### config.mk
export PLATFORM = sky130hd
export DESIGN_NAME = card_id_whitelist_table
export DESIGN_NICKNAME = d
export VERILOG_FILES = /design/src/design/cwt_pkg.sv /design/src/design/cwt_dpath.sv /design/src/design/cwt_ctrl.sv /design/src/design/card_id_whitelist_table.sv
export SDC_FILE = /design/constraint.sdc
export NUM_CORES = 2
export LEC_CHECK = 0
export ABC_CLOCK_PERIOD_IN_PS = 5200
export BUFFER_PORTS_ARGS = -buffer_cell sky130_fd_sc_hd__buf_2
export CORE_MARGIN = 5
export CORE_UTILIZATION = 66
export CTS_BUF_LIST = sky130_fd_sc_hd__clkbuf_4 sky130_fd_sc_hd__clkbuf_8
export CTS_CLUSTER_SIZE = 14
export DETAILED_ROUTE_END_ITERATION = 8
export PLACE_DENSITY = 0.91
export SLEW_MARGIN = 20
export SYNTH_ARGS = -nofsm -noshare
export SYNTH_HDL_FRONTEND = slang
export SYNTH_SLANG_ARGS = --single-unit
### constraint.sdc
create_clock -name clk -period 5.2 [get_ports clk]
set_input_delay 1.04 -clock clk [delete_from_list [all_inputs] [get_ports clk]]
set_output_delay 1.04 -clock clk [all_outputs]
set_load 0.01 [all_outputs]
### src/design/cwt_pkg.sv
// ----------------------------------------------------------------------------
// Card ID whitelist table package
// Shared constants, command and status codes, and controller interface types.
// ----------------------------------------------------------------------------
package cwt_pkg;

  localparam int SLOTS_DEF = 128;
  localparam int CMD_W     = 2;
  localparam int KEY_W     = 32;
  localparam int ST_W      = 2;
  localparam int SLOT_W    = 7;

  localparam logic [KEY_W-1:0] MARK_EMPTY = 32'h3D3D_3D3D;
  localparam logic [KEY_W-1:0] MARK_TOMB  = 32'h2D2D_2D2D;

  localparam logic [CMD_W-1:0] CMD_CLEAR   = 2'd0;
  localparam logic [CMD_W-1:0] CMD_AUTH    = 2'd1;
  localparam logic [CMD_W-1:0] CMD_REVOKE  = 2'd2;
  localparam logic [CMD_W-1:0] CMD_CONFIRM = 2'd3;

  localparam logic [ST_W-1:0] ST_OK   = 2'd0;
  localparam logic [ST_W-1:0] ST_MISS = 2'd1;
  localparam logic [ST_W-1:0] ST_FULL = 2'd2;

  typedef struct packed {
    logic start;
    logic cnt_inc;
    logic rd_en;
    logic sweep_wr;
    logic commit;
  } ctl_cmd_t;

  typedef struct packed {
    logic cnt_last;
  } dp_stat_t;

endpackage

### src/design/cwt_dpath.sv
// ----------------------------------------------------------------------------
// Card ID whitelist table datapath
// Slot memory, scan counter, first-match trackers and the result register.
// ----------------------------------------------------------------------------
module cwt_dpath #(
  parameter int SLOTS = cwt_pkg::SLOTS_DEF
) (
  input  logic                      clk,
  input  logic                      rst_n,
  input  cwt_pkg::ctl_cmd_t         ctl,
  output cwt_pkg::dp_stat_t         stat,
  input  logic [cwt_pkg::CMD_W-1:0] in_cmd,
  input  logic [cwt_pkg::KEY_W-1:0] in_key,
  output logic [cwt_pkg::ST_W-1:0]  res_status,
  output logic [cwt_pkg::SLOT_W-1:0] res_slot
);

  localparam int AW = $clog2(SLOTS);

  logic [cwt_pkg::KEY_W-1:0] mem [SLOTS];

  logic [AW-1:0]             cnt_r;
  logic [cwt_pkg::CMD_W-1:0] cmd_r;
  logic [cwt_pkg::KEY_W-1:0] key_r;
  logic [cwt_pkg::KEY_W-1:0] rd_data_r;
  logic [AW-1:0]             rd_idx_r;
  logic                      rd_vld_r;
  logic                      hit_r, emp_r, tmb_r;
  logic [AW-1:0]             hit_idx_r, emp_idx_r, tmb_idx_r;
  logic [cwt_pkg::ST_W-1:0]  st_r;
  logic [cwt_pkg::SLOT_W-1:0] slot_r;

  logic                      wr_en;
  logic [AW-1:0]             wr_addr;
  logic [cwt_pkg::KEY_W-1:0] wr_data;
  logic                      dec_wr;
  logic [AW-1:0]             dec_idx;
  logic [cwt_pkg::KEY_W-1:0] dec_data;
  logic [cwt_pkg::ST_W-1:0]  dec_st;
  logic                      dec_slot_vld;

  assign stat.cnt_last = (cnt_r == AW'(SLOTS - 1));

  always_ff @(posedge clk) begin
    if (!rst_n) begin
      cnt_r    <= '0;
      rd_vld_r <= 1'b0;
    end else begin
      if (ctl.start) begin
        cnt_r <= '0;
      end else if (ctl.cnt_inc) begin
        cnt_r <= cnt_r + AW'(1);
      end
      rd_vld_r <= ctl.rd_en;
    end
  end

  always_ff @(posedge clk) begin
    if (ctl.rd_en) begin
      rd_data_r <= mem[cnt_r];
    end
    rd_idx_r <= cnt_r;
    if (wr_en) begin
      mem[wr_addr] <= wr_data;
    end
  end

  always_ff @(posedge clk) begin
    if (ctl.start) begin
      cmd_r <= in_cmd;
      key_r <= in_key;
      hit_r <= 1'b0;
      emp_r <= 1'b0;
      tmb_r <= 1'b0;
    end else if (rd_vld_r) begin
      if (!hit_r && rd_data_r == key_r) begin
        hit_r     <= 1'b1;
        hit_idx_r <= rd_idx_r;
      end
      if (!emp_r && rd_data_r == cwt_pkg::MARK_EMPTY) begin
        emp_r     <= 1'b1;
        emp_idx_r <= rd_idx_r;
      end
      if (!tmb_r && rd_data_r == cwt_pkg::MARK_TOMB) begin
        tmb_r     <= 1'b1;
        tmb_idx_r <= rd_idx_r;
      end
    end
  end

  always_comb begin
    dec_wr       = 1'b0;
    dec_idx      = hit_idx_r;
    dec_data     = key_r;
    dec_st       = cwt_pkg::ST_OK;
    dec_slot_vld = 1'b0;
    unique case (cmd_r)
      cwt_pkg::CMD_CLEAR: begin
        dec_st = cwt_pkg::ST_OK;
      end
      cwt_pkg::CMD_AUTH: begin
        priority if (hit_r) begin
          dec_st       = cwt_pkg::ST_MISS;
          dec_slot_vld = 1'b1;
        end else if (emp_r) begin
          dec_wr       = 1'b1;
          dec_idx      = emp_idx_r;
          dec_slot_vld = 1'b1;
        end else if (tmb_r) begin
          dec_wr       = 1'b1;
          dec_idx      = tmb_idx_r;
          dec_slot_vld = 1'b1;
        end else begin
          dec_st = cwt_pkg::ST_FULL;
        end
      end
      cwt_pkg::CMD_REVOKE: begin
        if (hit_r) begin
          dec_wr       = 1'b1;
          dec_data     = cwt_pkg::MARK_TOMB;
          dec_slot_vld = 1'b1;
        end else begin
          dec_st = cwt_pkg::ST_MISS;
        end
      end
      cwt_pkg::CMD_CONFIRM: begin
        if (hit_r) begin
          dec_slot_vld = 1'b1;
        end else begin
          dec_st = cwt_pkg::ST_MISS;
        end
      end
      default: begin
        dec_st = cwt_pkg::ST_MISS;
      end
    endcase
  end

  always_comb begin
    priority if (ctl.sweep_wr) begin
      wr_en   = 1'b1;
      wr_addr = cnt_r;
      wr_data = cwt_pkg::MARK_EMPTY;
    end else if (ctl.commit && dec_wr) begin
      wr_en   = 1'b1;
      wr_addr = dec_idx;
      wr_data = dec_data;
    end else begin
      wr_en   = 1'b0;
      wr_addr = dec_idx;
      wr_data = dec_data;
    end
  end

  always_ff @(posedge clk) begin
    if (ctl.commit) begin
      st_r   <= dec_st;
      slot_r <= dec_slot_vld ? cwt_pkg::SLOT_W'(dec_idx) : '0;
    end
  end

  assign res_status = st_r;
  assign res_slot   = slot_r;

endmodule

### src/design/cwt_ctrl.sv
// ----------------------------------------------------------------------------
// Card ID whitelist table controller
// Sequences the clearing sweep, the slot scan and the result handoff.
// ----------------------------------------------------------------------------
module cwt_ctrl (
  input  logic                      clk,
  input  logic                      rst_n,
  input  logic                      in_tvalid,
  output logic                      in_tready,
  input  logic [cwt_pkg::CMD_W-1:0] in_cmd,
  output logic                      out_tvalid,
  input  logic                      out_tready,
  output cwt_pkg::ctl_cmd_t         ctl,
  input  cwt_pkg::dp_stat_t         stat
);

  localparam logic [2:0] S_INIT    = 3'd0;
  localparam logic [2:0] S_IDLE    = 3'd1;
  localparam logic [2:0] S_SCAN    = 3'd2;
  localparam logic [2:0] S_DRAIN   = 3'd3;
  localparam logic [2:0] S_CLEAR   = 3'd4;
  localparam logic [2:0] S_RESOLVE = 3'd5;

  logic [2:0] state_r, state_nxt;
  logic       out_valid_r, out_valid_nxt;
  logic       out_free;

  assign out_free   = !out_valid_r || out_tready;
  assign in_tready  = (state_r == S_IDLE);
  assign out_tvalid = out_valid_r;

  always_comb begin
    state_nxt = state_r;
    ctl       = '0;
    unique case (state_r)
      S_INIT: begin
        ctl.sweep_wr = 1'b1;
        ctl.cnt_inc  = 1'b1;
        if (stat.cnt_last) begin
          state_nxt = S_IDLE;
        end
      end
      S_IDLE: begin
        if (in_tvalid) begin
          ctl.start = 1'b1;
          state_nxt = (in_cmd == cwt_pkg::CMD_CLEAR) ? S_CLEAR : S_SCAN;
        end
      end
      S_SCAN: begin
        ctl.rd_en   = 1'b1;
        ctl.cnt_inc = 1'b1;
        if (stat.cnt_last) begin
          state_nxt = S_DRAIN;
        end
      end
      S_DRAIN: begin
        state_nxt = S_RESOLVE;
      end
      S_CLEAR: begin
        ctl.sweep_wr = 1'b1;
        ctl.cnt_inc  = 1'b1;
        if (stat.cnt_last) begin
          state_nxt = S_RESOLVE;
        end
      end
      S_RESOLVE: begin
        if (out_free) begin
          ctl.commit = 1'b1;
          state_nxt  = S_IDLE;
        end
      end
      default: begin
        state_nxt = S_IDLE;
      end
    endcase
  end

  always_comb begin
    out_valid_nxt = out_valid_r;
    if (ctl.commit) begin
      out_valid_nxt = 1'b1;
    end else if (out_tready) begin
      out_valid_nxt = 1'b0;
    end
  end

  always_ff @(posedge clk) begin
    if (!rst_n) begin
      state_r     <= S_INIT;
      out_valid_r <= 1'b0;
    end else begin
      state_r     <= state_nxt;
      out_valid_r <= out_valid_nxt;
    end
  end

endmodule

### src/design/card_id_whitelist_table.sv
// ----------------------------------------------------------------------------
// Card ID whitelist table
// Slot table of card IDs with authorize, revoke, confirm and clear commands.
// ----------------------------------------------------------------------------
// The input channel carries one command word: in_tuser holds the command and
// in_tdata the card ID. The result channel returns one word per command with
// the status in out_tuser and the slot number in out_tdata.
// Every command other than clear reads all SLOTS slots from one memory read
// port, one slot per cycle, and passes a drain state and a resolve state
// before the result is registered and out_tvalid rises. Clear writes the
// empty marker into every slot, one per cycle, then passes the resolve state.
// in_tready rises with out_tvalid, so the next command can be accepted while
// that result is shown. After reset the block runs the same clearing sweep
// over all SLOTS slots with in_tready low, then accepts commands.
// A new command is accepted while a result still waits in the output
// register. If the receiver holds out_tready low, the finished next result
// waits inside the block and in_tready stays low until the register frees.
// ----------------------------------------------------------------------------
module card_id_whitelist_table #(
  parameter int SLOTS = cwt_pkg::SLOTS_DEF
) (
  input  logic        clk,
  input  logic        rst_n,
  input  logic        in_tvalid,
  output logic        in_tready,
  input  logic [31:0] in_tdata,   // card_id[31:0]
  input  logic [1:0]  in_tuser,   // cmd[1:0]
  output logic        out_tvalid,
  input  logic        out_tready,
  output logic [7:0]  out_tdata,  // slot[6:0], zero[7]
  output logic [1:0]  out_tuser   // status[1:0]
);

  cwt_pkg::ctl_cmd_t            ctl;
  cwt_pkg::dp_stat_t            stat;
  logic [cwt_pkg::ST_W-1:0]     res_status;
  logic [cwt_pkg::SLOT_W-1:0]   res_slot;

  cwt_ctrl u_ctrl (
    .clk        (clk),
    .rst_n      (rst_n),
    .in_tvalid  (in_tvalid),
    .in_tready  (in_tready),
    .in_cmd     (in_tuser),
    .out_tvalid (out_tvalid),
    .out_tready (out_tready),
    .ctl        (ctl),
    .stat       (stat)
  );

  cwt_dpath #(
    .SLOTS (SLOTS)
  ) u_dpath (
    .clk        (clk),
    .rst_n      (rst_n),
    .ctl        (ctl),
    .stat       (stat),
    .in_cmd     (in_tuser),
    .in_key     (in_tdata),
    .res_status (res_status),
    .res_slot   (res_slot)
  );

  assign out_tdata = {1'b0, res_slot};
  assign out_tuser = res_status;

endmodule

==> flow_summary.ini, run 1 <==
[floorplan]
die_h_um = 506
rows = 182
die_width_um = 506
num_io_pins = 50
start_util = 0.662

[placement]
place_hpwl_um = 291000
io_buffer_count = 48
gp_congestion = 1.02

[synth]
synth_flop_cell = edfxtp_1
yosys_warnings = 0
post-synth-top-area-fraction = 0.776
async_flop_share = 0
postSynthAreaPerCell_um2 = 21.4
synthTopCellsByCount = edfxtp_1, mux4_2, mux2i_1
synth_top_family_by_area = multiplexers
synth_top_cell_by_area = edfxtp_1
synth_fp_nets = 7640
synth-xor-area-share = 0.00205
yosysMostFrequentCell = edfxtp_1
ys_top_cells_by_area = edfxtp_1, mux4_2, mux2i_1, nand2_1, a22oi_1
synth_simple_gate_area_share = 0.0190
muxShareOfSynthArea = 0.152
synth_compound_area_frac = 0.0317
yosysSeqAreaShare = 0.779
synthDistinctLibCells = 70
synth-seq-cells = 4214
post_synth_inst_count = 7597
synth-edff-count = 4192
synth_fa_ha_area_frac = 0.000386
synth_area_um2 = 162000

[sta]
worstEndpointGrtRepair = u_dpath.rd_data_r[15]$_DFFE_PP_/D
endpoint_type = sequential cell input

[grt]
grt-ovfl-total = 15
grt_max_degree = 108
grt_usage = 0.632
antenna_found_initial = 128

[clocking]
cts.htree.levels = 6
cts_num_sinks = 4214
clockBufferDepth = 4
numCtsBuffers = 623
cts-root-buf = clkbuf_8
cts.repair.resized = 0

[run_status]
error = [ERROR GRT-0232] Routing congestion too high. Check the congestion heatmap in the GUI.
stop_stage = global routing (5_1_grt)
status = did not finish
kinds of logic after synthesis:
| family | after synthesis |
|---|---|
| buffers and inverters | 444 |
| other | 1 |
| AOI/OAI and AO/OA | 731 |
| DFF | 4214 |
| and+or+nand+nor | 682 |
| xor gates and xnor gates | 38 |
| muxes | 1482 |
| adders and majority gates | 5 |
metal layers:
layer  track usage  GRT overflow
met1         0.595             2
met2         0.759             4
met3         0.575             1
met4         0.583             8
met5         0.404             0
stage by stage:
step                hold WS [ns]  instances   util  setup slack, ns  area [um^2]
CTS                      0.00513      12000  0.741            0.546       182000
floorplan                  0.326       7597      -             1.22       162000
global placement           0.428      10900  0.691            0.761       170000
detailed placement         0.443      10900  0.692            0.776       170000
what timing repair did:
action	4_1_cts
setup buffers	0
endpoints found under the hold margin	10
hold buffers	10
==> run 2, diff against run 1 <==
--- a/config.mk
+++ b/config.mk
@@ -8,11 +8,9 @@
 export ABC_CLOCK_PERIOD_IN_PS = 5200
 export BUFFER_PORTS_ARGS = -buffer_cell sky130_fd_sc_hd__buf_2
 export CORE_MARGIN = 5
-export CORE_UTILIZATION = 66
-export CTS_BUF_LIST = sky130_fd_sc_hd__clkbuf_4 sky130_fd_sc_hd__clkbuf_8
-export CTS_CLUSTER_SIZE = 14
+export CORE_UTILIZATION = 40
 export DETAILED_ROUTE_END_ITERATION = 8
-export PLACE_DENSITY = 0.91
+export PLACE_DENSITY_LB_ADDON = 0.15
 export SLEW_MARGIN = 20
 export SYNTH_ARGS = -nofsm -noshare
 export SYNTH_HDL_FRONTEND = slang
==> flow_summary.ini, run 2 <==
[setup_path]
cp.required_ns = 5.89
max_stage_delay_ns = 1.12
critical_path_buf_inv_count = 2
crit_type = reg -> reg
crit_path_frequent_cell = buf_12
crit_fanout = 30
r2r_setup_slack_ns = 0.56
slowest_stage = dfxtp_4
crit_path_start_kind = flip-flop
endpoint_kind = flip-flop
path_delay_family = multiplexers
cp_data_arrival_time_ns = 5.33
cp_cell_sequence = buf_12, buf_12, mux4_2, mux2i_1, o21ai_0, nor2_1, a2bb2oi_1

[synth]
post_synth_inst_count = 7597
ys_top_cells_by_area = edfxtp_1, mux4_2, mux2i_1, nand2_1, a22oi_1
yosysMostFrequentCell = edfxtp_1
synth_area_um2 = 162000
synth_fp_nets = 7640
post-synth-top-area-fraction = 0.776
synthDistinctLibCells = 70
yosysSeqAreaShare = 0.779
synth_flop_cell = edfxtp_1
synth_top_cell_by_area = edfxtp_1
postSynthAreaPerCell_um2 = 21.4
synthTopCellsByCount = edfxtp_1, mux4_2, mux2i_1
synth-edff-count = 4192
yosys_warnings = 0
async_flop_share = 0
synth-seq-cells = 4214

[placement]
place_hpwl_um = 306000
io_buffer_count = 48
gp_congestion = 0.884
pre_cts_ws_ns = 0.535

[power_and_ir_drop]
cellLeakagePower_uw = 0.0575
finalPower_uw = 71200
ir_drop_mv = 0.277
clkPwrFrac = 0.424
powerDensity_nw_per_um2 = 381
p_comb_frac = 0.058
internal-power_uw = 55600
swShare = 0.220
power.switching_uw = 15700
p_seq_frac = 0.518

[sta]
rsz0062_at_grt = no
clock.fmax_ghz = 0.216
tightest_slew_ns = 1.27
fin_skew_ns = 0.0612
finalCritPeriodShare = 0.892
relSlewSlack = 0.141
fin_ws_ns = 0.561
final_hold_viol_count = 0
fin_setup_tns_ns = 0
maxSlewViolCount = 0
min_period_ns = 4.64
setup_viol = 0

[run_status]
status = finished clean

[floorplan]
num_io_pins = 50
die_width_um = 647
die_h_um = 647
start_util = 0.402
design.core.area_um2 = 403000
die_area_um2 = 418000
rows = 233

[clocking]
cts.htree.levels = 5
cts.repair.resized = 0
clockBufferDepth = 4
clkLatencyLatePin_ns = 1.01
postCtsSetupBuffers = 0
ctsHoldBuffers = 0
cts_tree = done
numCtsBuffers = 438
cts_num_sinks = 4214
cts-root-buf = clkbuf_16
clk_pin_slew_ns = 0.06

[drt]
wl_um = 504000
drtPass1Iterations = 6
detail-route-antenna-nets = 0
drc_errors = 0
vias = 82400
viasPerCell = 5.91
avgRoutedWirePerCell_um = 36.1
drt-initial-drc-count = 12000

[finish]
layout_commonest_cell = edfxtp_1
fillCellCount = 33600
drive_gt1_frac = 0.257
area_growth_pct = 15.3
top_register = u_dpath.mem
nets = 8219
most-common-layout-cells = edfxtp_1, mux4_2, mux2i_1, clkbuf_16, buf_4
postLayoutCoreUtil = 0.464
largest_reg_flops = 4096
top_regs = u_dpath.mem: 4096 flops, u_dpath.key_r: 32 flops, u_dpath.rd_data_r: 32 flops

[grt]
grt_max_degree = 97
grt_pass1_vias = 80300
grt-ovfl-total = 0
antenna_found_initial = 49
grt_usage = 0.237
grt_pass1_wl_um = 687000

[min_path]
hp-class = in -> reg

[run]
drv_cap = 0
==> run 2: cell counts after synthesis <==
No cell type changed its count.
==> run 2: metal layers <==
metal	track usage	vias up	routed length (um)
li1	-	33000	-
met3	0.0529	628	47700
met5	0	-	27
met2	0.354	3949	226000
met4	0.0678	4	16400
met1	0.350	44800	214000
==> run 2: layout make-up <==
type | instances | area (um^2) | area share
inverters | 8 | 42.5 | 0.000227
clock inverters | 260 | 2170 | 0.0116
diodes | 10 | 25.0 | 0.000134
repair buffers | 575 | 5450 | 0.0291
well taps | 5405 | 6760 | 0.0362
multi-input cells | 2939 | 34700 | 0.186
flip-flops and latches | 4214 | 126000 | 0.675
clock buffers | 540 | 11500 | 0.0616
==> run 2: power groups by stage <==
stage / registers (uW) / clock network, uW / logic, uW
6_report: 36900 / 30200 / 4120
4_1_cts: 36900 / 30800 / 4160
2_1_floorplan: 37600 / 0 / 2550
3_3_place_gp: 37600 / 0 / 4150
5_1_grt: 36900 / 32200 / 4310
3_5_place_dp: 37600 / 0 / 4150
==> run 2: logic make-up (layout without fill, tap and decap cells) <==
| group | count (synthesis) | in the layout | synth area share |
|---|---|---|---|
| AND/OR/NAND/NOR | 682 | 682 | 0.0190 |
| other | 1 | 11 | 0.0000231 |
| multiplexers | 1482 | 1482 | 0.152 |
| AO/OA/AOI/OAI | 731 | 731 | 0.0317 |
| XOR/XNOR | 38 | 38 | 0.00205 |
| buffers and inverters | 444 | 1383 | 0.0160 |
| adder cells (fa/ha/maj) | 5 | 5 | 0.000386 |
| flip-flops | 4214 | 4214 | 0.779 |
==> run 2: stage by stage <==
step,instance area (um^2),hold WS [ns],cells
finish,187000,0.226,14000
CTS,187000,0.146,13900
global placement,173000,0.432,13100
floorplan,162000,0.326,7597
detailed placement,173000,0.444,13100
global route,187000,0.183,13900
==> run 2: final timing paths <==
| path | startpoint | to | depth (start not counted) |
|---|---|---|---|
| hold reg to reg | u_dpath.rd_idx_r[3] | u_dpath.hit_idx_r[3] | 0 |
| setup reg to reg | u_dpath.cnt_r[0] | u_dpath.rd_data_r[26] | 7 |
| setup / recovery | u_dpath.cnt_r[0] | u_dpath.rd_data_r[26] | 7 |
| hold / removal | in_tdata[8] | u_dpath.key_r[8] | 1 |
==> run 2: worst register-to-register path, cell delays in order, from the launching register on <==
cell and delay, ns:
dfxtp_4 1.12, buf_12 0.40, buf_12 0.30, mux4_2 0.53
mux2i_1 0.65, o21ai_0 0.26, nor2_1 0.77, a2bb2oi_1 0.29
No activity file was read; power rests on OpenSTA's default activity.
